[config.mk]
export PLATFORM = sky130hd
export DESIGN_NAME = rover_obstacle_avoid_fsm_core
export DESIGN_NICKNAME = d
export VERILOG_FILES = /design/src/roa_pkg.sv /design/src/roa_cfg_regs.sv /design/src/roa_step.sv /design/src/rover_obstacle_avoid_fsm_core.sv
export SDC_FILE = /design/constraint.sdc
export NUM_CORES = 1
export LEC_CHECK = 0
export ABC_AREA = 1
export CELL_PAD_IN_SITES_DETAIL_PLACEMENT = 0
export CELL_PAD_IN_SITES_GLOBAL_PLACEMENT = 2
export CORE_MARGIN = 3
export CORE_UTILIZATION = 38
export CTS_CLUSTER_SIZE = 14
export DETAILED_ROUTE_END_ITERATION = 16
export DONT_BUFFER_PORTS = 1
export PLACE_DENSITY_LB_ADDON = 0.08
export SETUP_SLACK_MARGIN = 0.15
export SYNTH_ARGS = -nofsm -noshare
export SYNTH_HDL_FRONTEND = slang
export SYNTH_HIERARCHICAL = 1
export SYNTH_SLANG_ARGS = --single-unit
[constraint.sdc]
create_clock -name clk_i -period 4.25 [get_ports clk_i]
set_input_delay 0.6375 -clock clk_i [delete_from_list [all_inputs] [get_ports clk_i]]
set_output_delay 0.6375 -clock clk_i [all_outputs]
set_load 0.02 [all_outputs]
[src/roa_pkg.sv]
// Shared types, register indexes, mode codes and drive constants for the rover autopilot.
package roa_pkg;

  localparam int unsigned CfgDataW = 16;
  localparam int unsigned CfgIdxW  = 3;

  localparam logic [CfgIdxW-1:0] CFG_FRONT_LIMIT = 3'd0;
  localparam logic [CfgIdxW-1:0] CFG_SIDE_LIMIT  = 3'd1;
  localparam logic [CfgIdxW-1:0] CFG_MAX_ROLL    = 3'd2;
  localparam logic [CfgIdxW-1:0] CFG_MAX_PITCH   = 3'd3;
  localparam logic [CfgIdxW-1:0] CFG_SHARP_YAW   = 3'd4;
  localparam logic [CfgIdxW-1:0] CFG_SPIN_YAW    = 3'd5;
  localparam logic [CfgIdxW-1:0] CFG_REVERSE_MS  = 3'd6;
  localparam logic [CfgIdxW-1:0] CFG_SPIN_MS     = 3'd7;

  localparam logic [2:0] MODE_IDLE  = 3'd0;
  localparam logic [2:0] MODE_FWD   = 3'd1;
  localparam logic [2:0] MODE_FRONT = 3'd2;
  localparam logic [2:0] MODE_LEFT  = 3'd3;
  localparam logic [2:0] MODE_RIGHT = 3'd4;

  localparam logic [1:0] CMD_KEEP = 2'd0;
  localparam logic [1:0] CMD_ON   = 2'd1;
  localparam logic [1:0] CMD_OFF  = 2'd2;

  localparam logic signed [7:0] SPEED_FWD  = 8'sd60;
  localparam logic signed [7:0] SPEED_SIDE = 8'sd40;
  localparam logic signed [7:0] SPEED_REV  = -8'sd50;
  localparam logic [6:0]        YAW_MAX    = 7'd100;

  typedef struct packed {
    logic [9:0]  front_limit_cm;
    logic [9:0]  side_limit_cm;
    logic [10:0] max_roll_tenths;
    logic [10:0] max_pitch_tenths;
    logic [6:0]  sharp_yaw;
    logic [6:0]  spin_yaw;
    logic [15:0] reverse_ms;
    logic [15:0] spin_ms;
  } cfg_t;

  typedef struct packed {
    logic [9:0]         front_cm;
    logic [9:0]         left_cm;
    logic [9:0]         right_cm;
    logic signed [11:0] roll_tenths;
    logic signed [11:0] pitch_tenths;
    logic [31:0]        now_ms;
    logic [1:0]         enable_cmd;
  } smp_t;

  typedef struct packed {
    logic        en;
    logic [2:0]  mode;
    logic [31:0] start;
  } state_t;

  typedef struct packed {
    logic              drive_valid;
    logic signed [7:0] drive_speed;
    logic signed [7:0] drive_yaw;
    logic              stop_motor;
    logic              emergency_stop;
    logic [2:0]        mode;
    logic              enabled;
  } res_t;

endpackage

[src/roa_cfg_regs.sv]
// Configuration register file for the rover autopilot.
module roa_cfg_regs import roa_pkg::*; (
  input  logic                clk_i,
  input  logic                rst_ni,
  input  logic                cfg_we_i,
  input  logic [CfgIdxW-1:0]  cfg_addr_i,
  input  logic [CfgDataW-1:0] cfg_wdata_i,
  output cfg_t                cfg_o
);

  cfg_t cfg_q, cfg_d;

  always_comb begin
    cfg_d = cfg_q;
    if (cfg_we_i) begin
      case (cfg_addr_i)
        CFG_FRONT_LIMIT: cfg_d.front_limit_cm   = cfg_wdata_i[9:0];
        CFG_SIDE_LIMIT:  cfg_d.side_limit_cm    = cfg_wdata_i[9:0];
        CFG_MAX_ROLL:    cfg_d.max_roll_tenths  = cfg_wdata_i[10:0];
        CFG_MAX_PITCH:   cfg_d.max_pitch_tenths = cfg_wdata_i[10:0];
        CFG_SHARP_YAW:   cfg_d.sharp_yaw        = cfg_wdata_i[6:0];
        CFG_SPIN_YAW:    cfg_d.spin_yaw         = cfg_wdata_i[6:0];
        CFG_REVERSE_MS:  cfg_d.reverse_ms       = cfg_wdata_i[15:0];
        CFG_SPIN_MS:     cfg_d.spin_ms          = cfg_wdata_i[15:0];
        default:         cfg_d = cfg_q;
      endcase
    end
  end

  always_ff @(posedge clk_i or negedge rst_ni) begin
    if (!rst_ni) begin
      cfg_q.front_limit_cm   <= 10'd30;
      cfg_q.side_limit_cm    <= 10'd20;
      cfg_q.max_roll_tenths  <= 11'd350;
      cfg_q.max_pitch_tenths <= 11'd500;
      cfg_q.sharp_yaw        <= 7'd80;
      cfg_q.spin_yaw         <= 7'd90;
      cfg_q.reverse_ms       <= 16'd1000;
      cfg_q.spin_ms          <= 16'd1500;
    end else begin
      cfg_q <= cfg_d;
    end
  end

  assign cfg_o = cfg_q;

endmodule

[src/roa_step.sv]
// Next-state and motor command logic for one sensor sample.
module roa_step import roa_pkg::*; (
  input  smp_t   smp_i,
  input  cfg_t   cfg_i,
  input  state_t st_i,
  output state_t st_o,
  output res_t   res_o
);

  logic              en_cmd;
  logic [11:0]       abs_roll, abs_pitch;
  logic              tilt;
  logic              front_blk, left_blk, right_blk;
  logic [12:0]       side_lim6, left5, right5;
  logic              left_clr, right_clr;
  logic [31:0]       elapsed;
  logic [16:0]       spin_end;
  logic [6:0]        sharp_sat, spin_sat;
  logic signed [7:0] sharp_pos, sharp_neg, spin_pos, spin_neg;

  always_comb begin
    en_cmd = st_i.en;
    if (smp_i.enable_cmd == CMD_ON) begin
      en_cmd = 1'b1;
    end else if (smp_i.enable_cmd == CMD_OFF) begin
      en_cmd = 1'b0;
    end
  end

  assign abs_roll  = smp_i.roll_tenths[11] ? (~smp_i.roll_tenths + 12'd1)
                                           : smp_i.roll_tenths;
  assign abs_pitch = smp_i.pitch_tenths[11] ? (~smp_i.pitch_tenths + 12'd1)
                                            : smp_i.pitch_tenths;
  assign tilt = (abs_roll > {1'b0, cfg_i.max_roll_tenths}) ||
                (abs_pitch > {1'b0, cfg_i.max_pitch_tenths});

  assign front_blk = smp_i.front_cm < cfg_i.front_limit_cm;
  assign left_blk  = smp_i.left_cm  < cfg_i.side_limit_cm;
  assign right_blk = smp_i.right_cm < cfg_i.side_limit_cm;

  // clearance: d * 5 > limit * 6
  assign side_lim6 = {1'b0, cfg_i.side_limit_cm, 2'b00} + {2'b00, cfg_i.side_limit_cm, 1'b0};
  assign left5     = {1'b0, smp_i.left_cm, 2'b00} + {3'b000, smp_i.left_cm};
  assign right5    = {1'b0, smp_i.right_cm, 2'b00} + {3'b000, smp_i.right_cm};
  assign left_clr  = left5 > side_lim6;
  assign right_clr = right5 > side_lim6;

  assign elapsed  = smp_i.now_ms - st_i.start;
  assign spin_end = {1'b0, cfg_i.reverse_ms} + {1'b0, cfg_i.spin_ms};

  assign sharp_sat = (cfg_i.sharp_yaw > YAW_MAX) ? YAW_MAX : cfg_i.sharp_yaw;
  assign spin_sat  = (cfg_i.spin_yaw > YAW_MAX) ? YAW_MAX : cfg_i.spin_yaw;
  assign sharp_pos = $signed({1'b0, sharp_sat});
  assign sharp_neg = -sharp_pos;
  assign spin_pos  = $signed({1'b0, spin_sat});
  assign spin_neg  = -spin_pos;

  always_comb begin
    st_o                 = st_i;
    st_o.en              = en_cmd;
    res_o.drive_valid    = 1'b0;
    res_o.drive_speed    = '0;
    res_o.drive_yaw      = '0;
    res_o.stop_motor     = 1'b0;
    res_o.emergency_stop = 1'b0;
    if (!en_cmd) begin
      if (st_i.mode != MODE_IDLE) begin
        res_o.stop_motor = 1'b1;
        st_o.mode        = MODE_IDLE;
      end
    end else if (tilt) begin
      res_o.emergency_stop = 1'b1;
      st_o.en              = 1'b0;
      st_o.mode            = MODE_IDLE;
    end else begin
      case (st_i.mode)
        MODE_FWD: begin
          res_o.drive_valid = 1'b1;
          res_o.drive_speed = SPEED_FWD;
          if (front_blk) begin
            res_o.stop_motor = 1'b1;
            st_o.mode        = MODE_FRONT;
            st_o.start       = smp_i.now_ms;
          end else if (left_blk) begin
            st_o.mode = MODE_LEFT;
          end else if (right_blk) begin
            st_o.mode = MODE_RIGHT;
          end
        end
        MODE_LEFT, MODE_RIGHT: begin
          res_o.drive_valid = 1'b1;
          res_o.drive_speed = SPEED_SIDE;
          if (st_i.mode == MODE_LEFT) begin
            res_o.drive_yaw = sharp_pos;
            if (left_clr) st_o.mode = MODE_FWD;
          end else begin
            res_o.drive_yaw = sharp_neg;
            if (right_clr) st_o.mode = MODE_FWD;
          end
          // front obstacle overrides clearance and restarts the maneuver
          if (front_blk) begin
            st_o.mode  = MODE_FRONT;
            st_o.start = smp_i.now_ms;
          end
        end
        MODE_FRONT: begin
          if (elapsed < {16'd0, cfg_i.reverse_ms}) begin
            res_o.drive_valid = 1'b1;
            res_o.drive_speed = SPEED_REV;
          end else if (elapsed < {15'd0, spin_end}) begin
            res_o.drive_valid = 1'b1;
            res_o.drive_yaw   = (smp_i.left_cm > smp_i.right_cm) ? spin_neg : spin_pos;
          end else begin
            st_o.mode = MODE_FWD;
          end
        end
        default: begin
          st_o.mode = MODE_FWD;
        end
      endcase
    end
    res_o.mode    = st_o.mode;
    res_o.enabled = st_o.en;
  end

endmodule

[src/rover_obstacle_avoid_fsm_core.sv]
// Top level of the rover obstacle-avoidance autopilot.
// One sensor word in, one motor command word out. A word passes an input
// register, is evaluated combinationally against the enable flag, mode and
// maneuver timer, and lands in a result register: out_valid_o rises as the
// word moves into the result register, and one word is taken every cycle
// while the output side keeps up. While a finished result waits, the input
// register takes at most one more word and then holds in_ready_o low. The
// state updates as each word moves into the result register. There is no
// post-reset clearing pass; configuration writes take effect next cycle.
module rover_obstacle_avoid_fsm_core import roa_pkg::*; (
  input  logic                clk_i,
  input  logic                rst_ni,
  input  logic                cfg_we_i,
  input  logic [CfgIdxW-1:0]  cfg_addr_i,
  input  logic [CfgDataW-1:0] cfg_wdata_i,
  input  logic                in_valid_i,
  output logic                in_ready_o,
  input  logic [9:0]          front_cm_i,
  input  logic [9:0]          left_cm_i,
  input  logic [9:0]          right_cm_i,
  input  logic signed [11:0]  roll_tenths_i,
  input  logic signed [11:0]  pitch_tenths_i,
  input  logic [31:0]         now_ms_i,
  input  logic [1:0]          enable_cmd_i,
  output logic                out_valid_o,
  input  logic                out_ready_i,
  output logic                drive_valid_o,
  output logic signed [7:0]   drive_speed_o,
  output logic signed [7:0]   drive_yaw_o,
  output logic                stop_motor_o,
  output logic                emergency_stop_o,
  output logic [2:0]          mode_o,
  output logic                enabled_o
);

  cfg_t   cfg;
  smp_t   smp_q;
  logic   smp_valid_q;
  state_t st_q, st_d;
  res_t   res_d, res_q;
  logic   out_valid_q;
  logic   advance;

  roa_cfg_regs u_cfg (
    .clk_i       (clk_i),
    .rst_ni      (rst_ni),
    .cfg_we_i    (cfg_we_i),
    .cfg_addr_i  (cfg_addr_i),
    .cfg_wdata_i (cfg_wdata_i),
    .cfg_o       (cfg)
  );

  roa_step u_step (
    .smp_i (smp_q),
    .cfg_i (cfg),
    .st_i  (st_q),
    .st_o  (st_d),
    .res_o (res_d)
  );

  assign advance    = smp_valid_q && (!out_valid_q || out_ready_i);
  assign in_ready_o = !smp_valid_q || advance;

  always_ff @(posedge clk_i or negedge rst_ni) begin
    if (!rst_ni) begin
      smp_valid_q <= 1'b0;
      out_valid_q <= 1'b0;
      st_q        <= '0;
    end else begin
      if (in_ready_o) smp_valid_q <= in_valid_i;
      if (advance) begin
        out_valid_q <= 1'b1;
        st_q        <= st_d;
      end else if (out_ready_i) begin
        out_valid_q <= 1'b0;
      end
    end
  end

  always_ff @(posedge clk_i) begin
    if (in_valid_i && in_ready_o) begin
      smp_q.front_cm     <= front_cm_i;
      smp_q.left_cm      <= left_cm_i;
      smp_q.right_cm     <= right_cm_i;
      smp_q.roll_tenths  <= roll_tenths_i;
      smp_q.pitch_tenths <= pitch_tenths_i;
      smp_q.now_ms       <= now_ms_i;
      smp_q.enable_cmd   <= enable_cmd_i;
    end
    if (advance) res_q <= res_d;
  end

  assign out_valid_o      = out_valid_q;
  assign drive_valid_o    = res_q.drive_valid;
  assign drive_speed_o    = res_q.drive_speed;
  assign drive_yaw_o      = res_q.drive_yaw;
  assign stop_motor_o     = res_q.stop_motor;
  assign emergency_stop_o = res_q.emergency_stop;
  assign mode_o           = res_q.mode;
  assign enabled_o        = res_q.enabled;

`ifndef SYNTHESIS
  a_estop_idles: assert property (@(posedge clk_i) disable iff (!rst_ni)
    out_valid_o && emergency_stop_o |-> !enabled_o && (mode_o == MODE_IDLE))
    else $error("emergency stop without disable and idle");

  a_no_drive_zero: assert property (@(posedge clk_i) disable iff (!rst_ni)
    out_valid_o && !drive_valid_o |-> (drive_speed_o == 8'sd0) && (drive_yaw_o == 8'sd0))
    else $error("speed or yaw nonzero without drive command");

  a_state_tracks_out: assert property (@(posedge clk_i) disable iff (!rst_ni)
    advance |=> (mode_o == st_q.mode) && (enabled_o == st_q.en))
    else $error("result word disagrees with stored state");

  a_stop_exclusive: assert property (@(posedge clk_i) disable iff (!rst_ni)
    out_valid_o |-> !(stop_motor_o && emergency_stop_o))
    else $error("stop and emergency stop together");
`endif

endmodule
==> metrics.log, run 1 <==
INFO  metric start_util = 38.87%
INFO  metric vias_in_the_first_global_route = 13196
INFO  metric clock.fmax = 258.5 MHz
INFO  metric globalplace.congestion = 0.8820
INFO  metric ys_top_cells_by_count = 776 x sky130_fd_sc_hd__nand2_1, 343 x sky130_fd_sc_hd__inv_1, 189 x sky130_fd_sc_hd__ha_1
INFO  metric fp.dieW = 219.8 um
INFO  metric static_leakage_power = 9.563 nW
INFO  metric worst_ir_drop_vdd = 0.3380 mV
INFO  metric post_synth_mux_area_share = 0%
INFO  metric worst_case_clock_skew = 27.83 ps
INFO  metric global_route_wire_length_before_repair = 73350 um
INFO  metric cp_data_arrival_time = 4380 ps
INFO  metric synth_async_sr_flop_share = 53.16%
INFO  metric type_of_the_most_critical_hold_path = input port to async pin
INFO  metric syn_inst = 2274
INFO  metric synthesis.yosys.warnings = 6
INFO  metric numCtsBuffers = 29
INFO  metric final_net_count = 2580
INFO  metric post_drt_wl_per_cell = 16.47 um
INFO  metric grt_start_max_net_pins = 127
INFO  metric clock-sinks = 237
INFO  metric synth_simple_gate_area_share = 26.90%
INFO  metric use_met3 = 2.551%
INFO  metric synth-compound-area-share = 7.806%
INFO  metric drt_iter0_markers = 845
INFO  metric reg_to_reg_critical_path_endpoint = st_q[33]
INFO  metric global_route.usage.total = 19.20%
INFO  metric timing.setup.critical_path_class = register to register
INFO  metric synth_largest_area_cell = sky130_fd_sc_hd__edfxtp_1
INFO  metric violations_in_the_final_reports = negative hold slack
INFO  metric cts_tree = done
INFO  metric yosys.area_share.adder = 14.19%
INFO  metric post_synth_xor_area_fraction = 3.882%
INFO  metric outcome = finished, violations left
INFO  metric cp-start-kind = register
INFO  metric timing.final.hold_violations = 2
INFO  metric clock_tree.buffer_depth = 3
INFO  metric r2r-start = u_cfg/cfg_o[68]
INFO  metric netlist.area_leader.share = 19.18%
INFO  metric grt_met2_use = 29.44%
INFO  metric rows = 77
INFO  metric die_height = 219.8 um
INFO  metric yosys_register_bits = 237
INFO  metric via_count = 14102
INFO  metric grt.met1_usage = 29.11%
INFO  metric clkSlewWorstSetupHoldPaths = 60 ps
INFO  metric worst_slew_margin_rel = 37.25%
INFO  metric timing.reg2reg.worst_path_depth = 23
INFO  metric synth.top_cells.by_area = sky130_fd_sc_hd__edfxtp_1 19%, sky130_fd_sc_hd__nand2_1 17%, sky130_fd_sc_hd__ha_1 14%
INFO  metric setup_ws = 381.1 ps
INFO  metric post-place-ws = 297.0 ps
INFO  metric worst-path-max-fanout = 6
INFO  metric grt_overflow = 0
INFO  metric number_of_enable_type_register_cells_in_the_synthesized_netlist = 111
INFO  metric antenna_cells = 0
INFO  metric finalWirelength = 47570 um
INFO  metric route.detailed.drc = 0
INFO  metric r2r_setup_slack = 380 ps
INFO  metric die_area = 48320 um2
INFO  metric avgSynthCellArea = 7.640 um2
INFO  metric cts.htree.levels = 1
INFO  metric ys_seq_area_share = 37.60%
INFO  metric fill_cells = 4652
INFO  metric mappedNetlistArea = 17370 um2
INFO  metric synth-main-ff-cell = sky130_fd_sc_hd__edfxtp_1
INFO  metric finalWorstPathRequiredPeriod = 3869 ps
INFO  metric report.power.total = 8.852 mW
INFO  metric placement.cell_area = 17840 um2
INFO  metric fraction_of_final_layout_cells_sized_beyond_drive_strength_1 = 6.966%
INFO  metric finalSetupViolCount = 0
INFO  metric avgViaCountPerCell = 4.881
INFO  metric cap_viol_max_count = 0
INFO  metric transition_time_at_the_pin_with_the_least_slew_margin = 941.3 ps
INFO  metric drt_pre_antenna_iters = 5
INFO  metric worst_hold_slack = -26.48 ps
INFO  metric post-synth-top-count-cell = sky130_fd_sc_hd__nand2_1
INFO  metric core_area = 44700 um2
INFO  metric buffer_ports.inserted = 0
INFO  metric grt.busiest_layer = met2
INFO  metric setup.worst_path.start = u_cfg/cfg_o[68]
INFO  metric tns = 0 ps
INFO  metric synth_cell_types = 50
INFO  metric antenna_found_initial = 0
INFO  metric postSynthNetCount = 2580
INFO  metric min_period_over_period = 91.03%
INFO  metric area_growth = 9.556%
INFO  metric synth_top_family_by_area = simple AND/OR/NAND/NOR gates
INFO  metric cts_root_buffer = sky130_fd_sc_hd__clkbuf_16
INFO  metric setup.worst_path.end = st_q[33]
INFO  metric power_density = 465.0 nW/um2
INFO  metric number_of_pins_exceeding_their_max_slew_limit_in_the_final_report = 0
INFO  metric detailed_place_hpwl = 36400 um
INFO  metric timing.critical_path.to_type = register
INFO  metric worst_skew_pair_later_pin_latency = 600 ps
INFO  metric rsz0062_at_grt = yes
INFO  metric design.portCount = 137
INFO  metric final_design_area_no_fill = 19030 um2
INFO  metric cp_data_required_time = 4770 ps
INFO  metric antenna_left = 0
-- worst min-delay path by stage --
| stage | endpoint | slack, ps | startpoint | cells after the start |
|---|---|---|---|---|
| after CTS | smp_valid_q | 20 | rst_ni | 1 |
| after global routing | st_q[35] | 10 | rst_ni | 1 |
| after detailed placement | st_q[35] | 360 | rst_ni | 0 |
| after floorplan | out_valid_o | 340 | rst_ni | 0 |
| after global placement | st_q[35] | 360 | rst_ni | 0 |
| final | st_q[35] | -30 | rst_ni | 1 |
-- flip-flops by register name, indices dropped and copies added, names as in the netlist --
| name | count |
|---|---|
| smp_q | 88 |
| u_cfg/cfg_o | 88 |
| st_q | 36 |
| drive_speed_o | 8 |
| drive_yaw_o | 8 |
| mode_o | 3 |
| drive_valid_o | 1 |
| emergency_stop_o | 1 |
| enabled_o | 1 |
| out_valid_o | 1 |
| smp_valid_q | 1 |
| stop_motor_o | 1 |
-- metal layers --
layer / vias up / routed length [um]
met2: 259 / 20250
met1: 6491 / 24480
li1: 7303 / -
met3: 49 / 2062
met4: 0 / 781
met5: - / 0
-- timing repair --
item                                   in CTS  in global routing
setup endpoints to repair                   0                 50
buffers inserted                            0                  6
endpoints found under the hold margin     126                  0
hold buffers                                1                  0
resized for setup                           0                 24
-- layout by cell type (no fill, tap or decap), drive strengths merged, types with 4 or more instances in the layout --
cell	n
a21o	4
clkbuf	38
dfstp	37
nor3	31
o21bai	7
ha	189
nor2	138
edfxtp	111
xnor2	24
a211oi	6
nand2	780
buf	17
o211ai	5
and2	4
nand3b	10
o21ai	70
nand3	143
o31ai	9
nand4	17
clkinv	11
o2111ai	4
fa	5
xor2	53
nor4	8
a21oi	114
inv	350
dfrtp	89
-- metrics by stage --
stage	cells	util (%)	hold slack (ps)
floorplan	2274	-	341.9
global placement	2827	39.91	358.1
CTS	2882	42.22	18.82
detailed placement	2827	39.91	358.8
finish	2889	42.58	-26.48
global route	2889	42.58	11.16
-- power by group --
part	switching (mW)	leakage [nW]	internal, mW	total [mW]
Clock	1.04	0.505	1.56	2.60
Combinational	2.03	6.42	1.18	3.21
Sequential	0.273	2.63	2.77	3.04
Total	3.34	9.56	5.51	8.85
-- worst max-delay path, cell delays in order (launching register included) --
cell and delay (ps):
sky130_fd_sc_hd__dfrtp_1 460, sky130_fd_sc_hd__ha_1 270, sky130_fd_sc_hd__fa_1 420, sky130_fd_sc_hd__nand3_1 90, sky130_fd_sc_hd__nand2_1 90, sky130_fd_sc_hd__a21oi_1 140, sky130_fd_sc_hd__o21bai_1 100, sky130_fd_sc_hd__nand2_1 70
sky130_fd_sc_hd__nand2_1 50, sky130_fd_sc_hd__a21oi_1 190, sky130_fd_sc_hd__xor2_1 340, sky130_fd_sc_hd__ha_1 220, sky130_fd_sc_hd__nand2_1 70, sky130_fd_sc_hd__nor2_2 110, sky130_fd_sc_hd__nand4_1 110, sky130_fd_sc_hd__o41ai_2 380
sky130_fd_sc_hd__nand2_1 100, sky130_fd_sc_hd__nand2_1 70, sky130_fd_sc_hd__nand2_1 50, sky130_fd_sc_hd__o21ai_0 70, sky130_fd_sc_hd__nor2_1 60, sky130_fd_sc_hd__a21oi_1 170, sky130_fd_sc_hd__nand3_1 90, sky130_fd_sc_hd__nand2_1 90
-- cell families (layout without fill, tap and decap cells) --
logic type / after synthesis / count (layout)
other cells: 1 / 1
compound gates: 232 / 232
buf+inv: 396 / 419
simple gates: 1137 / 1137
flops: 237 / 237
xor+xnor: 77 / 77
fa+ha+maj: 194 / 194
-- final cells by class --
cell class / count / area [um2] / area share (%)
sequential: 237 / 6533 / 34.32
clock inverter: 17 / 180.2 / 0.9466
timing repair buffer: 18 / 185.2 / 0.9729
inverter: 347 / 1305 / 6.856
multi-input combinational: 1641 / 9263 / 48.66
tap: 592 / 740.7 / 3.891
clock buffer: 37 / 828.3 / 4.352
Power figures use the tool's default switching activity.
==> run 2: changes to the inputs <==
Clock period 4.25 ns to 3.8 ns, I/O delays scaled along.
==> run 2 against run 1 <==
- the run ends with negative setup slack left
- flip-flop and latch count unchanged
- hold slack better by 77 ps
- clock power up 18%
- sequential power up 12%
- count of clock-buffer cells in the layout up 4
- maximum frequency up 1.4%
- global-route usage up 1.1 points
- die area unchanged
- sequential share of layout area down 3.1 points
- final cell count up 3.5%
- non-clock buffer count up 98
- critical endpoint is now mode_o[0]
- highest routed layer unchanged
==> metrics.log, run 2 (same netlist as run 1, synthesis figures left out) <==
INFO  metric outcome = finished, violations left
INFO  metric crit_chain = ha_4, fa_2, nand3_1, nand3_2, a21oi_2, nor2_1, nor2_1, nor2_1, o21ai_1, nand2_1, xor2_1, ha_1, nand2_1, nor2_4, nand4_1, o41ai_4, buf_4, nand2_1, nand3_1, o21ai_0, nor2_1, a21oi_2
INFO  metric cellInternalPower = 6.761 mW
INFO  metric setup_ws = -14.73 ps
INFO  metric avgViaCountPerCell = 4.899
INFO  metric setup.worst_path.start = smp_q[60]
INFO  metric route.detailed.drc = 0
INFO  metric fill_cells = 4474
INFO  metric cts.htree.levels = 1
INFO  metric holdCritStartpoint = cfg_wdata_i[8]
INFO  metric post_drt_wl_per_cell = 16.96 um
INFO  metric cp_data_arrival_time = 4130 ps
INFO  metric power.switching = 4.116 mW
INFO  metric clkSlewWorstSetupHoldPaths = 60 ps
INFO  metric cp_data_required_time = 4120 ps
INFO  metric timing.setup.critical_path_class = register to register
INFO  metric antenna_found_initial = 2
INFO  metric slowest_stage = sky130_fd_sc_hd__edfxtp_1
INFO  metric postLayoutCoreUtil = 46.80%
INFO  metric static_leakage_power = 10.29 nW
INFO  metric global_route.usage.total = 20.27%
INFO  metric fraction_of_final_layout_cells_sized_beyond_drive_strength_1 = 17.15%
INFO  metric globalplace.congestion = 0.8361
INFO  metric finalWirelength = 50710 um
INFO  metric die_height = 219.8 um
INFO  metric cp_slowest_stage_delay = 480 ps
INFO  metric clock_tree.buffer_depth = 3
INFO  metric grt_start_max_net_pins = 127
INFO  metric seq_power_share = 31.4%
INFO  metric worst_hold_slack = 50.30 ps
INFO  metric buffer_ports.inserted = 0
INFO  metric vias_in_the_first_global_route = 14160
INFO  metric power_density = 519.9 nW/um2
INFO  metric type_of_the_most_critical_hold_path = input port to register
INFO  metric finalSetupViolCount = 3
INFO  metric report.power.total = 10.88 mW
INFO  metric global_route_wire_length_before_repair = 77770 um
INFO  metric finalWorstPathRequiredPeriod = 3815 ps
INFO  metric grt_overflow = 0
INFO  metric antenna_left = 0
INFO  metric start_util = 38.87%
INFO  metric via_count = 14649
INFO  metric fp.dieW = 219.8 um
INFO  metric drt_pre_antenna_iters = 5
INFO  metric placedCellCount = 2891
INFO  metric numCtsBuffers = 30
INFO  metric worst_slew_margin_rel = 38.83%
INFO  metric most-common-layout-cells = 727 x sky130_fd_sc_hd__nand2_1, 335 x sky130_fd_sc_hd__inv_1, 160 x sky130_fd_sc_hd__ha_1
INFO  metric worst_skew_pair_later_pin_latency = 610 ps
INFO  metric timing.critical_path.to_type = register
INFO  metric design.portCount = 137
INFO  metric path_delay_family = simple AND/OR/NAND/NOR gates
INFO  metric worst_ir_drop_vdd = 0.3881 mV
INFO  metric cp-start-kind = register
INFO  metric share_clk_of_total_power = 28.2%
INFO  metric min_period_over_period = 100.4%
INFO  metric cts_root_buffer = sky130_fd_sc_hd__clkbuf_16
INFO  metric clock.fmax = 262.1 MHz
INFO  metric clock-sinks = 237
INFO  metric number_of_pins_exceeding_their_max_slew_limit_in_the_final_report = 0
INFO  metric cts_tree = done
INFO  metric timing.final.hold_violations = 0
INFO  metric critPathMostFrequentCell = sky130_fd_sc_hd__nor2_1
INFO  metric rsz0062_at_grt = yes
INFO  metric final_net_count = 2679
INFO  metric bufs_and_invs_on_worst_path = 1
INFO  metric transition_time_at_the_pin_with_the_least_slew_margin = 916.5 ps
INFO  metric drt_iter0_markers = 732
INFO  metric area_growth = 20.42%
INFO  metric cap_viol_max_count = 0
INFO  metric violations_in_the_final_reports = negative setup slack
INFO  metric die_area = 48320 um2
INFO  metric power_frac_comb = 40.4%
INFO  metric worst-path-max-fanout = 3
INFO  metric detailed_place_hpwl = 36470 um
INFO  metric core_area = 44700 um2
INFO  metric rows = 77
INFO  metric worst_case_clock_skew = 46.12 ps
INFO  metric mostFrequentLayoutCell = sky130_fd_sc_hd__nand2_1
INFO  metric final-instance-count-excl-fill = 2990
INFO  metric r2r-start = smp_q[60]
INFO  metric power_switching_share = 37.84%
## run 2: cell types whose count changed in the layout (fill, tap and decap cells not counted), moves of 14 or more
cell and change:
sky130_fd_sc_hd__a21oi_2 +19, sky130_fd_sc_hd__o21ai_0 -14, sky130_fd_sc_hd__nand2_2 +36, sky130_fd_sc_hd__buf_4 +82, sky130_fd_sc_hd__nand2_1 -49, sky130_fd_sc_hd__a21oi_1 -23
sky130_fd_sc_hd__ha_1 -27, sky130_fd_sc_hd__ha_4 +24
## run 2: worst register-to-register path, delay by kind of cell (launching register included)
kind                     cells  cell delay, ps
XOR/XNOR                     1             150
adder cells (fa/ha/maj)      3             870
AND/OR/NAND/NOR             12            1120
flip-flops                   1             480
AO/OA/AOI/OAI                5             770
buffers and inverters        1             180
## run 2: timing repair
action,CTS,global route
resized for setup,64,174
gates cloned,1,6
endpoints found under the setup margin,50,52
pin swaps,35,89
hold endpoints to repair,127,0
hold buffers,3,0
buffers inserted,11,21
## run 2: worst paths after layout
path                                    to  slack [ps]  cells after the start
setup / recovery                 mode_o[0]         -10                     22
setup reg to reg                 mode_o[0]         -10                     22
hold reg to reg            u_cfg/cfg_o[79]         460                      2
min in group asynchronous         st_q[13]         700                      2
max in group asynchronous          st_q[9]        2580                      2
hold / removal             u_cfg/cfg_o[24]          50                      2
## run 2: stage by stage
step,TNS (ps),cell area [um2],setup WS [ps]
2_1_floorplan,0,17370,200.7
6_report,-41.70,20920,-14.73
5_1_grt,-1533,20920,-318.4
3_5_place_dp,-1540,18330,-251.8
3_3_place_gp,-666.4,18330,-161.7
4_1_cts,-149.6,19860,-47.30
## run 2: layout make-up
type,count,area (um2),area share (%)
multi-input combinational,1641,10170,48.61
sequential,237,6533,31.22
inverter,347,1313,6.274
timing repair buffer,116,1074,5.131
clock buffer,41,895.9,4.282
tap,592,740.7,3.540
clock inverter,15,193.9,0.9270
antenna,1,2.502,0.01196
## run 2: per-layer routing
layer	track usage (%)	wire length (um)
met5	0	0
met1	30.09	25820
met4	4.078	966
met2	31.45	21940
met3	2.992	1994
## run 2: power by group through the flow
stage               Clock [mW]  Sequential, mW  Combinational [mW]
global route              3.28            3.46                5.05
CTS                       3.17            3.39                3.99
floorplan                    0            3.35                2.69
detailed placement           0            3.43                3.78
global placement             0            3.42                3.74
finish                    3.07            3.41                4.40
